==> src/rtl/vcps_pkg.sv <==
package vcps_pkg;

    localparam int LETTERS    = 5;
    localparam int FREQ_W     = 24;
    localparam int SCORE_W    = 16;
    localparam int POS_W      = 32;
    localparam int TOTAL_W    = 18;
    localparam int SUM_W      = 48;
    localparam int SLOPE_W    = 16;
    localparam int OFFSET_W   = 16;
    localparam int LIMIT_W    = 18;
    localparam int COUNT_W    = 3;
    localparam int CFG_ADDR_W = 4;
    localparam int CFG_DATA_W = 32;

    // Register indexes, taken from paddr[3:2]
    localparam logic [1:0] REG_SLOPE  = 2'd0;
    localparam logic [1:0] REG_OFFSET = 2'd1;
    localparam logic [1:0] REG_LOW    = 2'd2;
    localparam logic [1:0] REG_HIGH   = 2'd3;

    localparam logic [SLOPE_W-1:0]  SLOPE_RESET  = 16'd10798;
    localparam logic [OFFSET_W-1:0] OFFSET_RESET = 16'd507;
    localparam logic [LIMIT_W-1:0]  LOW_RESET    = 18'd10;
    localparam logic [LIMIT_W-1:0]  HIGH_RESET   = 18'd90;

    // Coverage classes
    localparam logic [1:0] COV_NONE = 2'd0;
    localparam logic [1:0] COV_LOW  = 2'd1;
    localparam logic [1:0] COV_WELL = 2'd2;
    localparam logic [1:0] COV_OVER = 2'd3;

    typedef struct packed {
        logic [POS_W-1:0]   site_pos;
        logic [1:0]         ref_letter;
        logic [FREQ_W-1:0]  freq_0;
        logic [FREQ_W-1:0]  freq_1;
        logic [FREQ_W-1:0]  freq_2;
        logic [FREQ_W-1:0]  freq_3;
        logic [FREQ_W-1:0]  freq_4;
        logic [SCORE_W-1:0] score_0;
        logic [SCORE_W-1:0] score_1;
        logic [SCORE_W-1:0] score_2;
        logic [SCORE_W-1:0] score_3;
        logic [SCORE_W-1:0] score_4;
    } pos_item_t;

    typedef struct packed {
        logic [SCORE_W-1:0] depth_0;
        logic [SCORE_W-1:0] depth_1;
        logic [SCORE_W-1:0] depth_2;
        logic [SCORE_W-1:0] depth_3;
        logic [SCORE_W-1:0] depth_4;
        logic [LETTERS-1:0] called_mask;
        logic [COUNT_W-1:0] variant_count;
        logic [TOTAL_W-1:0] score_total;
        logic [1:0]         coverage_class;
        logic [TOTAL_W-1:0] peak_total;
        logic [POS_W-1:0]   max_position;
        logic [SUM_W-1:0]   running_total;
    } pos_result_t;

endpackage

==> src/rtl/variant_call_position_stream.sv <==
// Variant caller for a stream of genome positions. One request is taken per clock cycle
// while the input is not stalled, and its result passes an input register and a result
// register before it is presented; the rate is set by the path from the
// input register through the frequency sum, the threshold multiply and the five threshold
// compares into the result register. While a result waits to be collected the input
// register can still take one request; the input stalls only when both registers are full
// and the result is stalled. The APB registers lie at byte addresses 0x0 (threshold slope,
// Q0.16), 0x4 (threshold offset, Q8.8), 0x8 (low coverage limit) and 0xC (high coverage
// limit); they should only be written while no request is in flight.
module variant_call_position_stream #(
    parameter int FREQ_FRAC_BITS = 8
) (
    input  logic                                       clk,
    input  logic                                       rst_n,
    input  logic                                       item_valid,
    output logic                                       item_stall,
    input  vcps_pkg::pos_item_t                        item,
    output logic                                       result_valid,
    input  logic                                       result_stall,
    output vcps_pkg::pos_result_t                      result,
    input  logic                                       psel,
    input  logic                                       penable,
    input  logic                                       pwrite,
    input  logic [vcps_pkg::CFG_ADDR_W-1:0]            paddr,
    input  logic [vcps_pkg::CFG_DATA_W-1:0]            pwdata,
    output logic [vcps_pkg::CFG_DATA_W-1:0]            prdata,
    output logic                                       pready
);
    import vcps_pkg::*;

    localparam int FSUM_W = FREQ_W + 3;
    localparam int TINT_W = FSUM_W - FREQ_FRAC_BITS;
    localparam int PROD_W = SLOPE_W + TINT_W;
    localparam int CMP_W  = PROD_W + FREQ_FRAC_BITS + 1;

    logic [SLOPE_W-1:0]  slope_reg;
    logic [OFFSET_W-1:0] offset_reg;
    logic [LIMIT_W-1:0]  low_reg;
    logic [LIMIT_W-1:0]  high_reg;

    logic [TOTAL_W-1:0]  best_cov_reg, best_cov_next;
    logic [POS_W-1:0]    best_pos_reg, best_pos_next;
    logic [SUM_W-1:0]    cov_sum_reg, cov_sum_next;

    pos_item_t           item_reg;
    logic                item_valid_reg;
    pos_result_t         result_reg, result_next;
    logic                result_valid_reg;

    logic                adv_out;
    logic                cfg_write;

    logic [FREQ_W-1:0]   freq [LETTERS];
    logic [SCORE_W-1:0]  score [LETTERS];
    logic [FSUM_W-1:0]   fsum;
    logic [TINT_W-1:0]   t_int;
    logic [PROD_W-1:0]   prod;
    logic [CMP_W-1:0]    limit;
    logic [LETTERS-1:0]  call;
    logic [COUNT_W-1:0]  count;
    logic [TOTAL_W-1:0]  total;
    logic [1:0]          cov_class;
    logic [SUM_W:0]      sum_wide;

    assign adv_out      = !result_valid_reg || !result_stall;
    assign item_stall   = item_valid_reg && !adv_out;
    assign result_valid = result_valid_reg;
    assign result       = result_reg;
    assign pready       = 1'b1;
    assign cfg_write    = psel && penable && pwrite;

    assign freq[0]  = item_reg.freq_0;
    assign freq[1]  = item_reg.freq_1;
    assign freq[2]  = item_reg.freq_2;
    assign freq[3]  = item_reg.freq_3;
    assign freq[4]  = item_reg.freq_4;
    assign score[0] = item_reg.score_0;
    assign score[1] = item_reg.score_1;
    assign score[2] = item_reg.score_2;
    assign score[3] = item_reg.score_3;
    assign score[4] = item_reg.score_4;

    // Threshold test kept exact: freq * 2^16 against slope * T * 2^F + offset * 2^(8+F).
    always_comb
    begin
        fsum = FSUM_W'(freq[0]) + FSUM_W'(freq[1]) + FSUM_W'(freq[2])
             + FSUM_W'(freq[3]) + FSUM_W'(freq[4]);
        t_int = fsum[FSUM_W-1:FREQ_FRAC_BITS];
        prod  = PROD_W'(slope_reg) * PROD_W'(t_int);
        limit = (CMP_W'(prod) << FREQ_FRAC_BITS)
              + (CMP_W'(offset_reg) << (8 + FREQ_FRAC_BITS));
        count = '0;
        for (int i = 0; i < LETTERS; i++)
        begin
            call[i] = (fsum != '0)
                   && (3'(i) != {1'b0, item_reg.ref_letter})
                   && ((CMP_W'(freq[i]) << 16) > limit)
                   && (score[i] != '0);
            count = count + COUNT_W'(call[i]);
        end
    end

    always_comb
    begin
        total = TOTAL_W'(score[0]) + TOTAL_W'(score[1])
              + TOTAL_W'(score[2]) + TOTAL_W'(score[3]);

        best_cov_next = best_cov_reg;
        best_pos_next = best_pos_reg;
        if (total == '0)
        begin
            cov_class = COV_NONE;
        end
        else if (total < low_reg)
        begin
            cov_class = COV_LOW;
        end
        else if (total < high_reg)
        begin
            cov_class = COV_WELL;
        end
        else
        begin
            cov_class = COV_OVER;
            if (total > best_cov_reg)
            begin
                best_cov_next = total;
                best_pos_next = item_reg.site_pos;
            end
        end

        // A carry out of the sum means it has passed its ceiling.
        sum_wide = {1'b0, cov_sum_reg} + (SUM_W + 1)'(total);
        cov_sum_next = sum_wide[SUM_W] ? '1 : sum_wide[SUM_W-1:0];

        result_next.depth_0        = call[0] ? score[0] : '0;
        result_next.depth_1        = call[1] ? score[1] : '0;
        result_next.depth_2        = call[2] ? score[2] : '0;
        result_next.depth_3        = call[3] ? score[3] : '0;
        result_next.depth_4        = call[4] ? score[4] : '0;
        result_next.called_mask    = call;
        result_next.variant_count  = count;
        result_next.score_total    = total;
        result_next.coverage_class = cov_class;
        result_next.peak_total     = best_cov_next;
        result_next.max_position   = best_pos_next;
        result_next.running_total  = cov_sum_next;
    end

    always_comb
    begin
        case (paddr[3:2])
            REG_SLOPE:  prdata = CFG_DATA_W'(slope_reg);
            REG_OFFSET: prdata = CFG_DATA_W'(offset_reg);
            REG_LOW:    prdata = CFG_DATA_W'(low_reg);
            REG_HIGH:   prdata = CFG_DATA_W'(high_reg);
            default:    prdata = '0;
        endcase
    end

    always_ff @(posedge clk or negedge rst_n)
    begin
        if (!rst_n)
        begin
            slope_reg  <= SLOPE_RESET;
            offset_reg <= OFFSET_RESET;
            low_reg    <= LOW_RESET;
            high_reg   <= HIGH_RESET;
        end
        else if (cfg_write)
        begin
            case (paddr[3:2])
                REG_SLOPE:  slope_reg  <= pwdata[SLOPE_W-1:0];
                REG_OFFSET: offset_reg <= pwdata[OFFSET_W-1:0];
                REG_LOW:    low_reg    <= pwdata[LIMIT_W-1:0];
                REG_HIGH:   high_reg   <= pwdata[LIMIT_W-1:0];
                default:    slope_reg  <= slope_reg;
            endcase
        end
    end

    always_ff @(posedge clk or negedge rst_n)
    begin
        if (!rst_n)
        begin
            item_valid_reg   <= 1'b0;
            result_valid_reg <= 1'b0;
            best_cov_reg     <= '0;
            best_pos_reg     <= '0;
            cov_sum_reg      <= '0;
        end
        else
        begin
            if (!item_stall)
            begin
                item_valid_reg <= item_valid;
            end
            if (adv_out)
            begin
                result_valid_reg <= item_valid_reg;
                if (item_valid_reg)
                begin
                    best_cov_reg <= best_cov_next;
                    best_pos_reg <= best_pos_next;
                    cov_sum_reg  <= cov_sum_next;
                end
            end
        end
    end

    always_ff @(posedge clk)
    begin
        if (!item_stall)
        begin
            item_reg <= item;
        end
        if (adv_out && item_valid_reg)
        begin
            result_reg <= result_next;
        end
    end

endmodule

==> config.mk <==
export PLATFORM = sky130hd
export DESIGN_NAME = variant_call_position_stream
export DESIGN_NICKNAME = d
export VERILOG_FILES = /design/src/rtl/vcps_pkg.sv /design/src/rtl/variant_call_position_stream.sv
export SDC_FILE = /design/constraint.sdc
export NUM_CORES = 2
export LEC_CHECK = 0
export BUFFER_PORTS_ARGS = -buffer_cell sky130_fd_sc_hd__buf_2
export CORE_MARGIN = 4
export CORE_UTILIZATION = 55
export DETAILED_ROUTE_END_ITERATION = 8
export GPL_ROUTABILITY_DRIVEN = 0
export PLACE_DENSITY = 0.76
export RECOVER_POWER = 25
export SLEW_MARGIN = 20
export SYNTH_ARGS = -nofsm -noshare
export SYNTH_HDL_FRONTEND = slang
export SYNTH_SLANG_ARGS = --single-unit
==> constraint.sdc <==
create_clock -name clk -period 17.2 [get_ports clk]
set_clock_uncertainty 0.2 [all_clocks]
set_input_delay 0.86 -clock clk [delete_from_list [all_inputs] [get_ports clk]]
set_output_delay 0.86 -clock clk [all_outputs]
set_load 0.02 [all_outputs]
==> reports/results.ini <==
[layout]
seq_area_um2=17440
fillers=6007
nets=5168
largest_reg_flops=206
multi_input_area_um2=23820
synthToLayoutAreaGrowth_pct=13.60
drive_above_1_share_pct=20.24

[synth]
synth-async-reset-ratio_pct=27.63
synth_compound_area_share_pct=8.974
ys_seq_area_share_pct=40.33
synth_adder_area_share_pct=26.12
synth-seq-cells=608
yosys.area_share.xor_xnor_pct=2.080
synth_top_family_by_area=adder cells
synth_mux_area_share_pct=5.491
syn_area_per_cell_um2=11.59
synth_cells=3731
ys.flop_type=edfxtp_1
synth_warnings=0
yosys-top-cells-area=edfxtp_1 31%, fa_1 16%, ha_1 10%
synthSimpleGateAreaFrac_pct=12.03
synth_edf_count=440
synth_area_um2=43250
synth.distinct_cells=85
synth_top_cell_by_area=edfxtp_1
yosysTopAreaCellShare_pct=30.55

[sta]
maxSlewViolCount=159
setup_violations=0
fin_crit_sh_pct=93.82
post-route-min-period_ns=16.14
clock.fmax_mhz=61.97
slew_headroom_pct=-283.0
rsz0062_at_grt=no
tns_ns=0
finalHoldViolCount=0
worst_pin_slew_ns=5.746

[critical_path]
arrival_ns=16.29
path_buf_inv=4
cp_common_cell=fa_1
cp_max_fo=17
slowest_stage=xnor2_2
critPathLaunchType=flip-flop
end_kind=flip-flop
cp_slowest_stage_delay_ns=0.83
path_delay_family=adder cells
worst_ep_required_time_ns=17.36
worstSetupPathType=reg2reg

[die]
core_area_um2=77720
fp.dieH_um=288.4
io_pins=518
rows=102
initial_utilization_pct=55.65
fp.dieW_um=288.4
dieArea_um2=83190

[placement]
io_buffer_count=486
hpwl_mm=94.21

[job]
cap_violations=3

[clock_network]
clk_latency_ns=0.64
cts_root_buf=clkbuf_16
cts_tree=yes
cts.sinks=608
cts.clk_slew.worst_paths_ns=0.06
cts_buffers=67
max-clock-path-buffers=3
htree_levels=3
post_cts_buffers=0

[global_routing]
grt_start_max_net_pins=148
antenna_found_initial=20
grt_util_all_layers_pct=29.30
overflow=0
grt_pass1_vias=32290
grt_pass1_wl_mm=187.4

[route]
postRouteAntennaNets=0
viasPerCell=5.974
wl_per_cell_um=22.99
vias=31690
finalWirelength_mm=122.0
drtPass1Iterations=6
drt-initial-drc-count=2852
drc=0

[outcome]
status=finished, violations left
violations=capacitance limit, slew limit

[min_path]
min_path_type=in2reg

-- per-stage QoR --
step / std cells / setup slack [ns] / hold WS, ns / util [%] / cell area, um2
final: 5305 / 1.063 / 0.1957 / 63.21 / 49130
after global routing: 5298 / 0.2264 / 0.1768 / 63.19 / 49110
after CTS: 5289 / 0.9507 / 0.1652 / 63.25 / 49160
after detailed placement: 5165 / 0.9792 / 0.2883 / 60.31 / 46870
after global placement: 5165 / 1.134 / 0.2807 / 60.31 / 46870
after floorplan: 3744 / 2.638 / 0.2574 / - / 43300
-- worst paths after layout --
path | slack (ns) | depth (start not counted) | start | end
worst min-delay path | 0.20 | 1 | item[19] | item_reg[19]
worst max register to register | 1.06 | 47 | freq[5] | result[119]
max in group asynchronous | 11.40 | 1 | rst_n | best_cov_reg[5]
worst max-delay path | 1.06 | 47 | freq[5] | result[119]
worst min register to register | 0.30 | 1 | best_pos_reg[29] | best_pos_reg[29]
min in group asynchronous | 2.14 | 1 | rst_n | cov_sum_reg[37]
-- cells in the mapped netlist (all sizes together), types with 41 or more instances --
cell type,n
a21o,89
a21oi,164
a31oi,55
and2,125
and3,58
buf,50
clkbuf,109
dfrtp,147
edfxtp,440
fa,343
ha,354
inv,386
mux2,175
nand2,352
nand3,56
nand4,43
nor2,95
nor3,89
o21ai,88
xnor2,54
xor2,41
-- worst reg2reg max path: cells and delay by family (launching register included) --
family / cells / cell delay (ns)
and+or+nand+nor: 13 / 2.62
adders and majority gates: 16 / 7.43
xor gates and xnor gates: 3 / 1.52
AOI/OAI and AO/OA: 11 / 3.48
DFF: 1 / 0.42
buffers and inverters: 4 / 0.23
-- cell type report --
class	count	share of cell area (%)
Antenna cell	16	0.08149
Clock inverter	38	0.9525
Sequential cell	608	35.50
Clock buffer	86	3.703
Timing Repair Buffer	540	5.674
Inverter	386	2.964
Tap cell	1040	2.649
Multi-Input combinational cell	2591	48.47
-- placed cells by master, fill, tap and decap left out, types with 16 or more instances in the layout --
cell type / synthesis / layout
clkbuf_16: 0 / 68
diode_2: 0 / 16
o21a_1: 18 / 18
o21bai_1: 21 / 21
nor2b_1: 18 / 18
a21o_1: 89 / 89
xor2_1: 41 / 41
a21oi_1: 163 / 161
dfstp_2: 21 / 21
and2_1: 125 / 125
inv_1: 386 / 385
dfrtp_1: 147 / 147
and3_1: 58 / 58
nand4_1: 42 / 42
a31oi_1: 55 / 52
mux2_2: 174 / 174
nor4b_1: 26 / 26
mux4_2: 16 / 16
nor3_1: 88 / 87
or3_1: 21 / 21
clkbuf_1: 107 / 63
edfxtp_1: 440 / 440
a211oi_1: 25 / 23
ha_1: 354 / 354
fa_1: 343 / 343
o21ai_0: 87 / 86
nand2_1: 352 / 352
xnor2_1: 54 / 51
nor2_1: 95 / 95
nor4_1: 38 / 38
nand2b_1: 22 / 22
buf_4: 17 / 53
nand3_1: 55 / 55
buf_2: 22 / 436
-- metal layers --
layer  share of wire, %  GRT usage [%]  vias to the layer above
li1                   -              -                    14180
met1                 40          40.23                    15660
met2                 45          45.07                     1540
met3                9.5          6.622                      305
met4                5.1          12.96                        8
met5              0.047              0                        -
-- repair_timing --
action	CTS	global route
endpoints found under the hold margin	0	0
setup endpoints to repair	0	2
resized for setup	0	2
hold buffers	0	0
-- logic make-up after synthesis --
family	count (synthesis)
and+or+nand+nor	997
adders and majority gates	697
DFF	608
AOI/OAI and AO/OA	589
buffers and inverters	545
muxes	195
xor gates and xnor gates	98
other	2
Power is not shown: default switching activity piles up to over one toggle a cycle in this logic, so the estimate is an artifact.
